==> config.mk <==
export PLATFORM = sky130hd
export DESIGN_NAME = huffman_code_builder_flat
export DESIGN_NICKNAME = d
export VERILOG_FILES = /design/src/rtl/hcb_pkg.sv /design/src/rtl/hcb_if.sv /design/src/rtl/hcb_front.sv /design/src/rtl/hcb_back.sv /design/src/rtl/huffman_code_builder.sv /design/src/flat_wrapper.sv
export SDC_FILE = /design/constraint.sdc
export NUM_CORES = 2
export LEC_CHECK = 0
export ABC_CLOCK_PERIOD_IN_PS = 6500
export BUFFER_PORTS_ARGS = -buffer_cell sky130_fd_sc_hd__clkbuf_2
export CAP_MARGIN = 30
export CORE_MARGIN = 5
export CORE_UTILIZATION = 57
export DETAILED_ROUTE_END_ITERATION = 10
export PLACE_DENSITY = 0.76
export SKIP_CTS_REPAIR_TIMING = 1
export SYNTH_ARGS = -nofsm -noshare
export SYNTH_HDL_FRONTEND = slang
export SYNTH_SLANG_ARGS = --single-unit
==> constraint.sdc <==
create_clock -name clk -period 6.5 [get_ports clk]
set_input_delay 0.325 -clock clk [delete_from_list [all_inputs] [get_ports clk]]
set_output_delay 0.325 -clock clk [all_outputs]
set_load 0.01 [all_outputs]
==> src/rtl/hcb_pkg.sv <==
// Package for the Huffman code builder: fixed field widths, the channel beat
// types and the sequencer state type. No dependencies.
package hcb_pkg;
	localparam int SYM_W  = 4;
	localparam int CODE_W = 15;
	localparam int LEN_W  = 4;
	localparam int IN_WEIGHT_W = 16;

	typedef struct packed {
		logic [IN_WEIGHT_W-1:0] weight;
		logic                   last;
	} in_beat_t;

	typedef struct packed {
		logic [SYM_W-1:0]  symbol;
		logic [CODE_W-1:0] code_bits;
		logic [LEN_W-1:0]  code_len;
		logic              last_code;
	} out_beat_t;

	typedef enum logic [6:0] {
		ST_LOAD  = 7'b0000001,
		ST_CLR   = 7'b0000010,
		ST_SCAN  = 7'b0000100,
		ST_MERGE = 7'b0001000,
		ST_WALK  = 7'b0010000,
		ST_EMIT  = 7'b0100000,
		ST_WAIT  = 7'b1000000
	} bk_state_t;
endpackage

==> src/rtl/hcb_if.sv <==
// Valid/ready channel interface for the Huffman code builder.
// Depends on hcb_pkg for payload types.
interface hcb_in_if;
	logic valid;
	logic ready;
	hcb_pkg::in_beat_t data;
	modport source (output valid, output data, input ready);
	modport sink (input valid, input data, output ready);
endinterface

interface hcb_out_if;
	logic valid;
	logic ready;
	hcb_pkg::out_beat_t data;
	modport source (output valid, output data, input ready);
	modport sink (input valid, input data, output ready);
endinterface

==> src/rtl/hcb_front.sv <==
// Front end: accepts leaf weight beats, saturates them and queues them.
// Depends on hcb_pkg and hcb_if.
module hcb_front #(
	parameter int WEIGHT_BITS = 16,
	parameter int QDEPTH = 4
) (
	input  logic clk,
	input  logic arst_n,
	hcb_in_if.sink in_ch,
	output logic                   q_valid,
	input  logic                   q_pop,
	output logic [WEIGHT_BITS-1:0] q_weight,
	output logic                   q_last
);
	import hcb_pkg::*;
	localparam int AW = $clog2(QDEPTH);
	localparam int SW = (WEIGHT_BITS < IN_WEIGHT_W) ? WEIGHT_BITS : IN_WEIGHT_W;

	logic [WEIGHT_BITS-1:0] w_q [QDEPTH];
	logic                   l_q [QDEPTH];
	logic [AW-1:0] wp_q, rp_q;
	logic [AW:0]   cnt_q;
	logic          push;
	logic [WEIGHT_BITS-1:0] sat;

	always_comb begin
		sat = '0;
		if (IN_WEIGHT_W > WEIGHT_BITS && (in_ch.data.weight >> SW) != '0)
			sat = '1;
		else
			sat[SW-1:0] = in_ch.data.weight[SW-1:0];
	end

	assign in_ch.ready = (cnt_q != (AW+1)'(QDEPTH));
	assign push = in_ch.valid && in_ch.ready;
	assign q_valid = (cnt_q != '0);
	assign q_weight = w_q[rp_q];
	assign q_last = l_q[rp_q];

	always_ff @(posedge clk) begin
		if (push) begin
			w_q[wp_q] <= sat;
			l_q[wp_q] <= in_ch.data.last;
		end
	end

	always_ff @(posedge clk or negedge arst_n) begin
		if (!arst_n) begin
			wp_q <= '0;
			rp_q <= '0;
			cnt_q <= '0;
		end else begin
			if (push) wp_q <= wp_q + 1'b1;
			if (q_pop) rp_q <= rp_q + 1'b1;
			cnt_q <= cnt_q + (AW+1)'(push) - (AW+1)'(q_pop);
		end
	end
endmodule

==> src/rtl/hcb_back.sv <==
// Back end: stores leaves, merges the two lightest nodes per step and
// walks each leaf to the root to emit its code. Depends on hcb_pkg, hcb_if.
module hcb_back #(
	parameter int MAX_SYMBOLS = 16,
	parameter int WEIGHT_BITS = 16
) (
	input  logic clk,
	input  logic arst_n,
	input  logic                   q_valid,
	output logic                   q_pop,
	input  logic [WEIGHT_BITS-1:0] q_weight,
	input  logic                   q_last,
	hcb_out_if.source out_ch
);
	import hcb_pkg::*;
	localparam int NCAP = 2 * MAX_SYMBOLS - 1;
	localparam int NW = $clog2(NCAP + 1);
	localparam int CW = $clog2(MAX_SYMBOLS + 1);
	localparam int SUMW = WEIGHT_BITS + CW;

	bk_state_t st_q;
	logic [SUMW-1:0] wt_q [NCAP];
	logic [NW-1:0]   par_q [NCAP];
	logic [NW-1:0]   left_q [NCAP];
	logic [CW-1:0]   cnt_q, n_q;
	logic [NW-1:0]   nxt_q, idx_q, a_q, b_q, cur_q;
	logic            ha_q, hb_q;
	logic [SUMW-1:0] wa_q, wb_q;
	logic [CODE_W-1:0] code_q;
	logic [5:0]        len_q;
	logic [CW-1:0]     leaf_q;
	out_beat_t         ob_q;
	logic              ov_q;
	logic [NW-1:0]     up;
	logic [SUMW-1:0]   wi;
	logic              free_i;

	assign q_pop = (st_q == ST_LOAD) && q_valid;
	assign out_ch.valid = ov_q;
	assign out_ch.data = ob_q;
	assign up = par_q[cur_q[NW-1:0]];
	assign wi = wt_q[idx_q];
	assign free_i = (par_q[idx_q] == '0);

	always_ff @(posedge clk) begin
		if (q_pop && cnt_q != CW'(MAX_SYMBOLS))
			wt_q[cnt_q] <= SUMW'(q_weight);
		if (st_q == ST_MERGE) begin
			wt_q[nxt_q] <= wa_q + wb_q;
			left_q[nxt_q] <= a_q;
		end
	end

	always_ff @(posedge clk or negedge arst_n) begin
		if (!arst_n) begin
			st_q <= ST_LOAD;
			cnt_q <= '0;
			n_q <= '0;
			ov_q <= 1'b0;
			for (int k = 0; k < NCAP; k++) par_q[k] <= '0;
		end else begin
			if (ov_q && out_ch.ready && st_q != ST_EMIT) ov_q <= 1'b0;
			unique case (st_q)
				ST_LOAD: begin
					if (q_pop) begin
						logic [CW-1:0] c;
						c = (cnt_q != CW'(MAX_SYMBOLS)) ? cnt_q + 1'b1 : cnt_q;
						if (q_last) begin
							cnt_q <= '0;
							n_q <= c;
							idx_q <= '0;
							if (c != '0) st_q <= ST_CLR;
						end else begin
							cnt_q <= c;
						end
					end
				end
				ST_CLR: begin
					par_q[idx_q] <= '0;
					if (idx_q == NW'(NCAP - 1)) begin
						nxt_q <= NW'(n_q);
						idx_q <= '0;
						ha_q <= 1'b0;
						hb_q <= 1'b0;
						if (n_q == CW'(1)) begin
							leaf_q <= '0;
							cur_q <= '0;
							code_q <= '0;
							len_q <= '0;
							st_q <= ST_WALK;
						end else st_q <= ST_SCAN;
					end else idx_q <= idx_q + 1'b1;
				end
				ST_SCAN: begin
					if (free_i) begin
						if (!ha_q || wi < wa_q) begin
							a_q <= idx_q; wa_q <= wi; ha_q <= 1'b1;
							b_q <= a_q; wb_q <= wa_q; hb_q <= ha_q;
						end else if (!hb_q || wi < wb_q) begin
							b_q <= idx_q; wb_q <= wi; hb_q <= 1'b1;
						end
					end
					if (idx_q + 1'b1 == nxt_q) st_q <= ST_MERGE;
					else idx_q <= idx_q + 1'b1;
				end
				ST_MERGE: begin
					par_q[a_q] <= nxt_q;
					par_q[b_q] <= nxt_q;
					nxt_q <= nxt_q + 1'b1;
					idx_q <= '0;
					ha_q <= 1'b0;
					hb_q <= 1'b0;
					if (nxt_q + 1'b1 == NW'(2 * n_q - 1)) begin
						leaf_q <= '0;
						cur_q <= '0;
						code_q <= '0;
						len_q <= '0;
						st_q <= ST_WALK;
					end else st_q <= ST_SCAN;
				end
				ST_WALK: begin
					if (up != '0) begin
						if (left_q[up] != cur_q && len_q < 6'(CODE_W))
							code_q[len_q[3:0]] <= 1'b1;
						len_q <= len_q + 1'b1;
						cur_q <= up;
					end else st_q <= ST_EMIT;
				end
				ST_EMIT: begin
					if (!ov_q || out_ch.ready) begin
						ov_q <= 1'b1;
						ob_q.symbol <= SYM_W'(leaf_q);
						ob_q.code_bits <= code_q;
						ob_q.code_len <= len_q[LEN_W-1:0];
						ob_q.last_code <= (leaf_q + 1'b1 == n_q);
						if (leaf_q + 1'b1 == n_q) st_q <= ST_WAIT;
						else begin
							leaf_q <= leaf_q + 1'b1;
							cur_q <= NW'(leaf_q + 1'b1);
							code_q <= '0;
							len_q <= '0;
							st_q <= ST_WALK;
						end
					end
				end
				ST_WAIT: st_q <= ST_LOAD;
				default: st_q <= ST_LOAD;
			endcase
		end
	end
endmodule

==> src/rtl/huffman_code_builder.sv <==
// Top level of the Huffman code builder: front queue plus build/emit engine.
// Depends on hcb_pkg, hcb_if, hcb_front and hcb_back.
//
// Usage: send leaf weights on in_ch, one per beat; the beat with last set
// closes the set and starts the build. Weights past MAX_SYMBOLS are dropped,
// though their last bit still starts the build. Results leave on out_ch, one
// beat per leaf in load order, last_code on the final one.
// Flow: a weight beat is taken into a four-entry queue. The build clears
// 2*MAX_SYMBOLS-1 parent entries, then for merge k of n-1 scans the n+k
// nodes made so far, one node a cycle, and merges the two lightest; then it
// walks each leaf up to the root, one level a cycle, emits its code, and
// after the last leaf passes through an idle state before loading again.
// The serial scan sets throughput: the engine takes no new weight from the
// queue until the last code of the previous set is in its output register.
// Reset clears the queue, the leaf count and all parent links.
// A stalled receiver holds the output register; the next emit waits behind
// it, and the input keeps filling the queue until it is full.
module huffman_code_builder #(
	parameter int MAX_SYMBOLS = 16,
	parameter int WEIGHT_BITS = 16
) (
	input logic clk,
	input logic arst_n,
	hcb_in_if.sink    in_ch,
	hcb_out_if.source out_ch
);
	import hcb_pkg::*;
	logic q_valid, q_pop, q_last;
	logic [WEIGHT_BITS-1:0] q_weight;

	hcb_front #(.WEIGHT_BITS(WEIGHT_BITS), .QDEPTH(4)) u_front (
		.clk(clk), .arst_n(arst_n), .in_ch(in_ch),
		.q_valid(q_valid), .q_pop(q_pop), .q_weight(q_weight), .q_last(q_last)
	);

	hcb_back #(.MAX_SYMBOLS(MAX_SYMBOLS), .WEIGHT_BITS(WEIGHT_BITS)) u_back (
		.clk(clk), .arst_n(arst_n),
		.q_valid(q_valid), .q_pop(q_pop), .q_weight(q_weight), .q_last(q_last),
		.out_ch(out_ch)
	);
endmodule

==> src/flat_wrapper.sv <==
// flat-port wrapper written by rule: the top's interface ports become plain ports
module huffman_code_builder_flat import hcb_pkg::*;
#(
	parameter int MAX_SYMBOLS = 16,
	parameter int WEIGHT_BITS = 16
)
  (clk, arst_n, in_ch_valid, in_ch_data, in_ch_ready, out_ch_valid, out_ch_data, out_ch_ready);
  hcb_in_if in_ch_i ();
  hcb_out_if out_ch_i ();
  input logic clk;
  input logic arst_n;
  input wire logic [$bits(in_ch_i.valid)-1:0] in_ch_valid;
  input wire logic [$bits(in_ch_i.data)-1:0] in_ch_data;
  output wire logic [$bits(in_ch_i.ready)-1:0] in_ch_ready;
  output wire logic [$bits(out_ch_i.valid)-1:0] out_ch_valid;
  output wire logic [$bits(out_ch_i.data)-1:0] out_ch_data;
  input wire logic [$bits(out_ch_i.ready)-1:0] out_ch_ready;
  assign in_ch_i.valid = in_ch_valid;
  assign in_ch_i.data = in_ch_data;
  assign in_ch_ready = in_ch_i.ready;
  assign out_ch_valid = out_ch_i.valid;
  assign out_ch_data = out_ch_i.data;
  assign out_ch_i.ready = out_ch_ready;
  huffman_code_builder #(.MAX_SYMBOLS(MAX_SYMBOLS), .WEIGHT_BITS(WEIGHT_BITS)) u_core (.clk(clk), .arst_n(arst_n), .in_ch(in_ch_i), .out_ch(out_ch_i));
endmodule
==> flow_summary.yaml <==
outcome:
  outcome: "finished clean"
sta:
  fin_ws_ns: 1.100
  timing.fmax_mhz: 185.2
  rsz0062_at_grt: "false"
  slew_violations: 0
  finalSetupViolCount: 0
  finClkSkew_ns: 0.03043
  slew_headroom_pct: 26.95
  final_hold_viol_count: 0
  finalSetupTns_ns: 0
  finalCritPeriodShare_pct: 83.07
  fin_crit_ns: 5.400
  hold_slack_ns: 0.07505
  worst_slew_pin_slew_ns: 1.095
grt:
  grt-ovfl-total: 0
  grt_first_pass_wirelength_um: 193300
  grt_pass1_vias: 30230
  grt_max_degree: 63
  grt_use_total_pct: 27.26
  grt_antenna_before_repair: 1
yosys:
  synthFlopType: "edfxtp_1"
  synth_compound_area_share_pct: 5.494
  yosys.area_share.xor_xnor_pct: 1.055
  synth_top_cell_by_area: "edfxtp_1"
  syn_area_mm2: 0.05063
  yosysWarnings: 0
  synth-simple-area-share_pct: 6.779
  synthArstFlopShare_pct: 15.28
  synthTopCellsByArea: "edfxtp_1 59%, mux4_2 10%, dfrtp_1 8.8%"
  yosys.cell_types.count: 91
  syn_nets: 3243
  synth_top_family_by_area: "multiplexers"
  ys_ff_latch: 1178
  synth.mux.area_fraction_pct: 14.54
  synthAdderAreaFrac_pct: 2.130
  yosysTopAreaCellShare_pct: 58.90
  syn_avg_cell_area_um2: 16.14
  netlist_instances: 3137
  synth_seq_area_share_pct: 68.00
  synth_edf_count: 993
layout:
  layout_common_cells: "993 x edfxtp_1, 234 x mux4_2, 220 x nand2_1"
  final_common_cell: "edfxtp_1"
  syn2layout_area_growth_pct: 11.93
  multi_input_area_mm2: 0.01538
  drive_gt1_share_pct: 20.69
  antenna_cells: 0
  regArea_mm2: 0.03444
  postLayoutCellArea_mm2: 0.05667
  fin_nets: 3376
  final_cells: 4529
  fillers: 5875
pwr:
  vdd_drop_max_uv: 302.1
  p_per_area_mw_per_mm2: 395.7
  p_leak_uw: 0.01994
drt:
  wl_um: 129900
  vias_per_cell: 6.616
  drtPass1Iterations: 7
  drtAntennaViolNets: 0
  vias: 29970
  drc: 0
  wl_per_cell_um: 28.68
  first_iter_violations: 4009
clock_network:
  cts_sinks: 1178
  cts_tree: "done"
  cts_buffer_depth: 3
  path_clk_slew_ns: 0.07
  worstSkewPairLatency_ns: 0.71
  root_buffer: "clkbuf_16"
  htree_num_levels: 3
  cts_buffers: 110
placement:
  io_buffer_count: 46
  place_inst: 4298
  dpl-instance-area_mm2: 0.05272
  place.gp.congestion: 0.9615
  hpwl_um: 77920
  post-place-ws_ns: 1.117
worst_setup_path:
  crit_path_start_kind: "flop"
  path_max_fanout: 62
  path_class: "flop to flop"
  endpoint_kind: "flop"
  required_ns: 6.92
  arrival_ns: 5.82
floorplan:
  dieArea_mm2: 0.09488
  fp.dieW_um: 308.0
  coreArea_mm2: 0.08824
  start_util_pct: 57.38
  num_rows: 109
  io_pins: 47
  die_y_um: 308.0
min_path:
  holdCritStartpoint: "out_ch_ready"
  min_path_type: "primary input to flop"
flow_run:
  cap_violations: 0
==> synth_stat cells (5+ instances only) <==
cell type / instances
a21o_1: 21
mux4_1: 12
nor4_1: 20
nor3_1: 28
or2_2: 7
mux2_2: 50
ha_1: 83
dfxtp_1: 5
a21oi_1: 57
nor3b_1: 13
a221oi_1: 6
o22ai_1: 30
o21ai_1: 7
dfrtp_1: 179
edfxtp_1: 993
mux4_2: 234
xor2_1: 23
or4_1: 11
clkbuf_1: 96
a31oi_1: 16
or3_1: 6
or3b_2: 5
o21ai_0: 224
buf_1: 22
nand2_1: 221
buf_4: 7
a22oi_1: 24
nor2_1: 158
nand4_1: 7
a22o_1: 8
mux2_1: 18
inv_1: 80
nand3b_1: 9
buf_2: 10
nor2b_1: 13
mux2i_1: 91
and2_1: 13
nand3_1: 161
buf_6: 9
nand2b_1: 12
xnor2_1: 38
and3_1: 11
==> metrics by stage <==
stage	utilization, %	power, uW
2_1_floorplan	-	13830
3_3_place_gp	59.51	15550
3_5_place_dp	59.75	15880
4_1_cts	63.88	22400
5_1_grt	64.22	23300
6_report	64.22	22420
==> area by class of cell <==
class                           count  share of cell area [%]
Clock buffer                      136                   5.101
Clock inverter                     70                   1.334
Inverter                           82                  0.5432
Multi-Input combinational cell   1730                   27.15
Sequential cell                  1178                   60.77
Tap cell                         1165                   2.572
Timing Repair Buffer              168                   2.533
==> registers in the layout, indices dropped and copies added, names as in the netlist, 5 cells and up, named ones only <==
register,flops
u_core.u_back.st_q,7
u_core.u_back.cnt_q,5
u_core.u_back.len_q,6
u_core.u_back.out_ch.data,24
u_core.u_back.left_q,155
u_core.u_back.code_q,15
u_core.u_front.w_q,64
u_core.u_back.idx_q,5
u_core.u_back.wa_q,21
u_core.u_back.leaf_q,5
u_core.u_back.cur_q,5
u_core.u_back.b_q,5
u_core.u_back.wb_q,21
u_core.u_back.n_q,5
u_core.u_back.par_q,155
u_core.u_back.a_q,5
u_core.u_back.nxt_q,5
u_core.u_back.wt_q,651
==> report_power, final <==
part           internal (uW)  switching [uW]  leakage [uW]
Sequential              9350             494        0.0118
Combinational           2580            3500       0.00632
Clock                   3660            2840       0.00178
Total                  15600            6840        0.0199
==> worst paths after layout <==
| kind | endpoint | slack (ns) | cells past startpoint |
|---|---|---|---|
| worst max register to register | u_core.u_back.ha_q | 1.10 | 16 |
| worst min register to register | u_core.u_back.out_ch.data[11] | 0.46 | 0 |
| worst min-delay path | u_core.u_back.out_ch.valid | 0.08 | 3 |
| max in group asynchronous | u_core.u_back.par_q[142] | 5.16 | 4 |
| min in group asynchronous | u_core.u_back.par_q[10] | 0.16 | 2 |
| worst max-delay path | u_core.u_back.ha_q | 1.10 | 16 |
==> per-layer routing <==
metal  vias up  wire [um]  track usage, %
met5         -          0               0
met4         0       6084           10.56
met3       389      10880           4.093
met2      1814      65100           46.03
met1     15180      47820           36.42
li1      12580          -               -
==> logic make-up after synthesis <==
kind of cell / after synthesis
xor+xnor: 61
compound gates: 457
flops: 1178
fa+ha+maj: 85
buf+inv: 229
mux: 410
simple gates: 717
==> critical path: stages (launching register included) <==
cell	delay (ns)
dfxtp_4	0.97
mux4_2	0.42
mux4_2	0.51
mux2_2	0.34
ha_1	0.33
a21o_1	0.18
a21o_1	0.18
a21o_1	0.18
a21o_1	0.18
a21o_1	0.17
a21oi_1	0.14
nor2b_1	0.06
o21ai_0	0.28
nand3_2	0.44
buf_4	0.37
o21ai_0	0.17
and2_1	0.15
(Power assumes the default switching activity.)
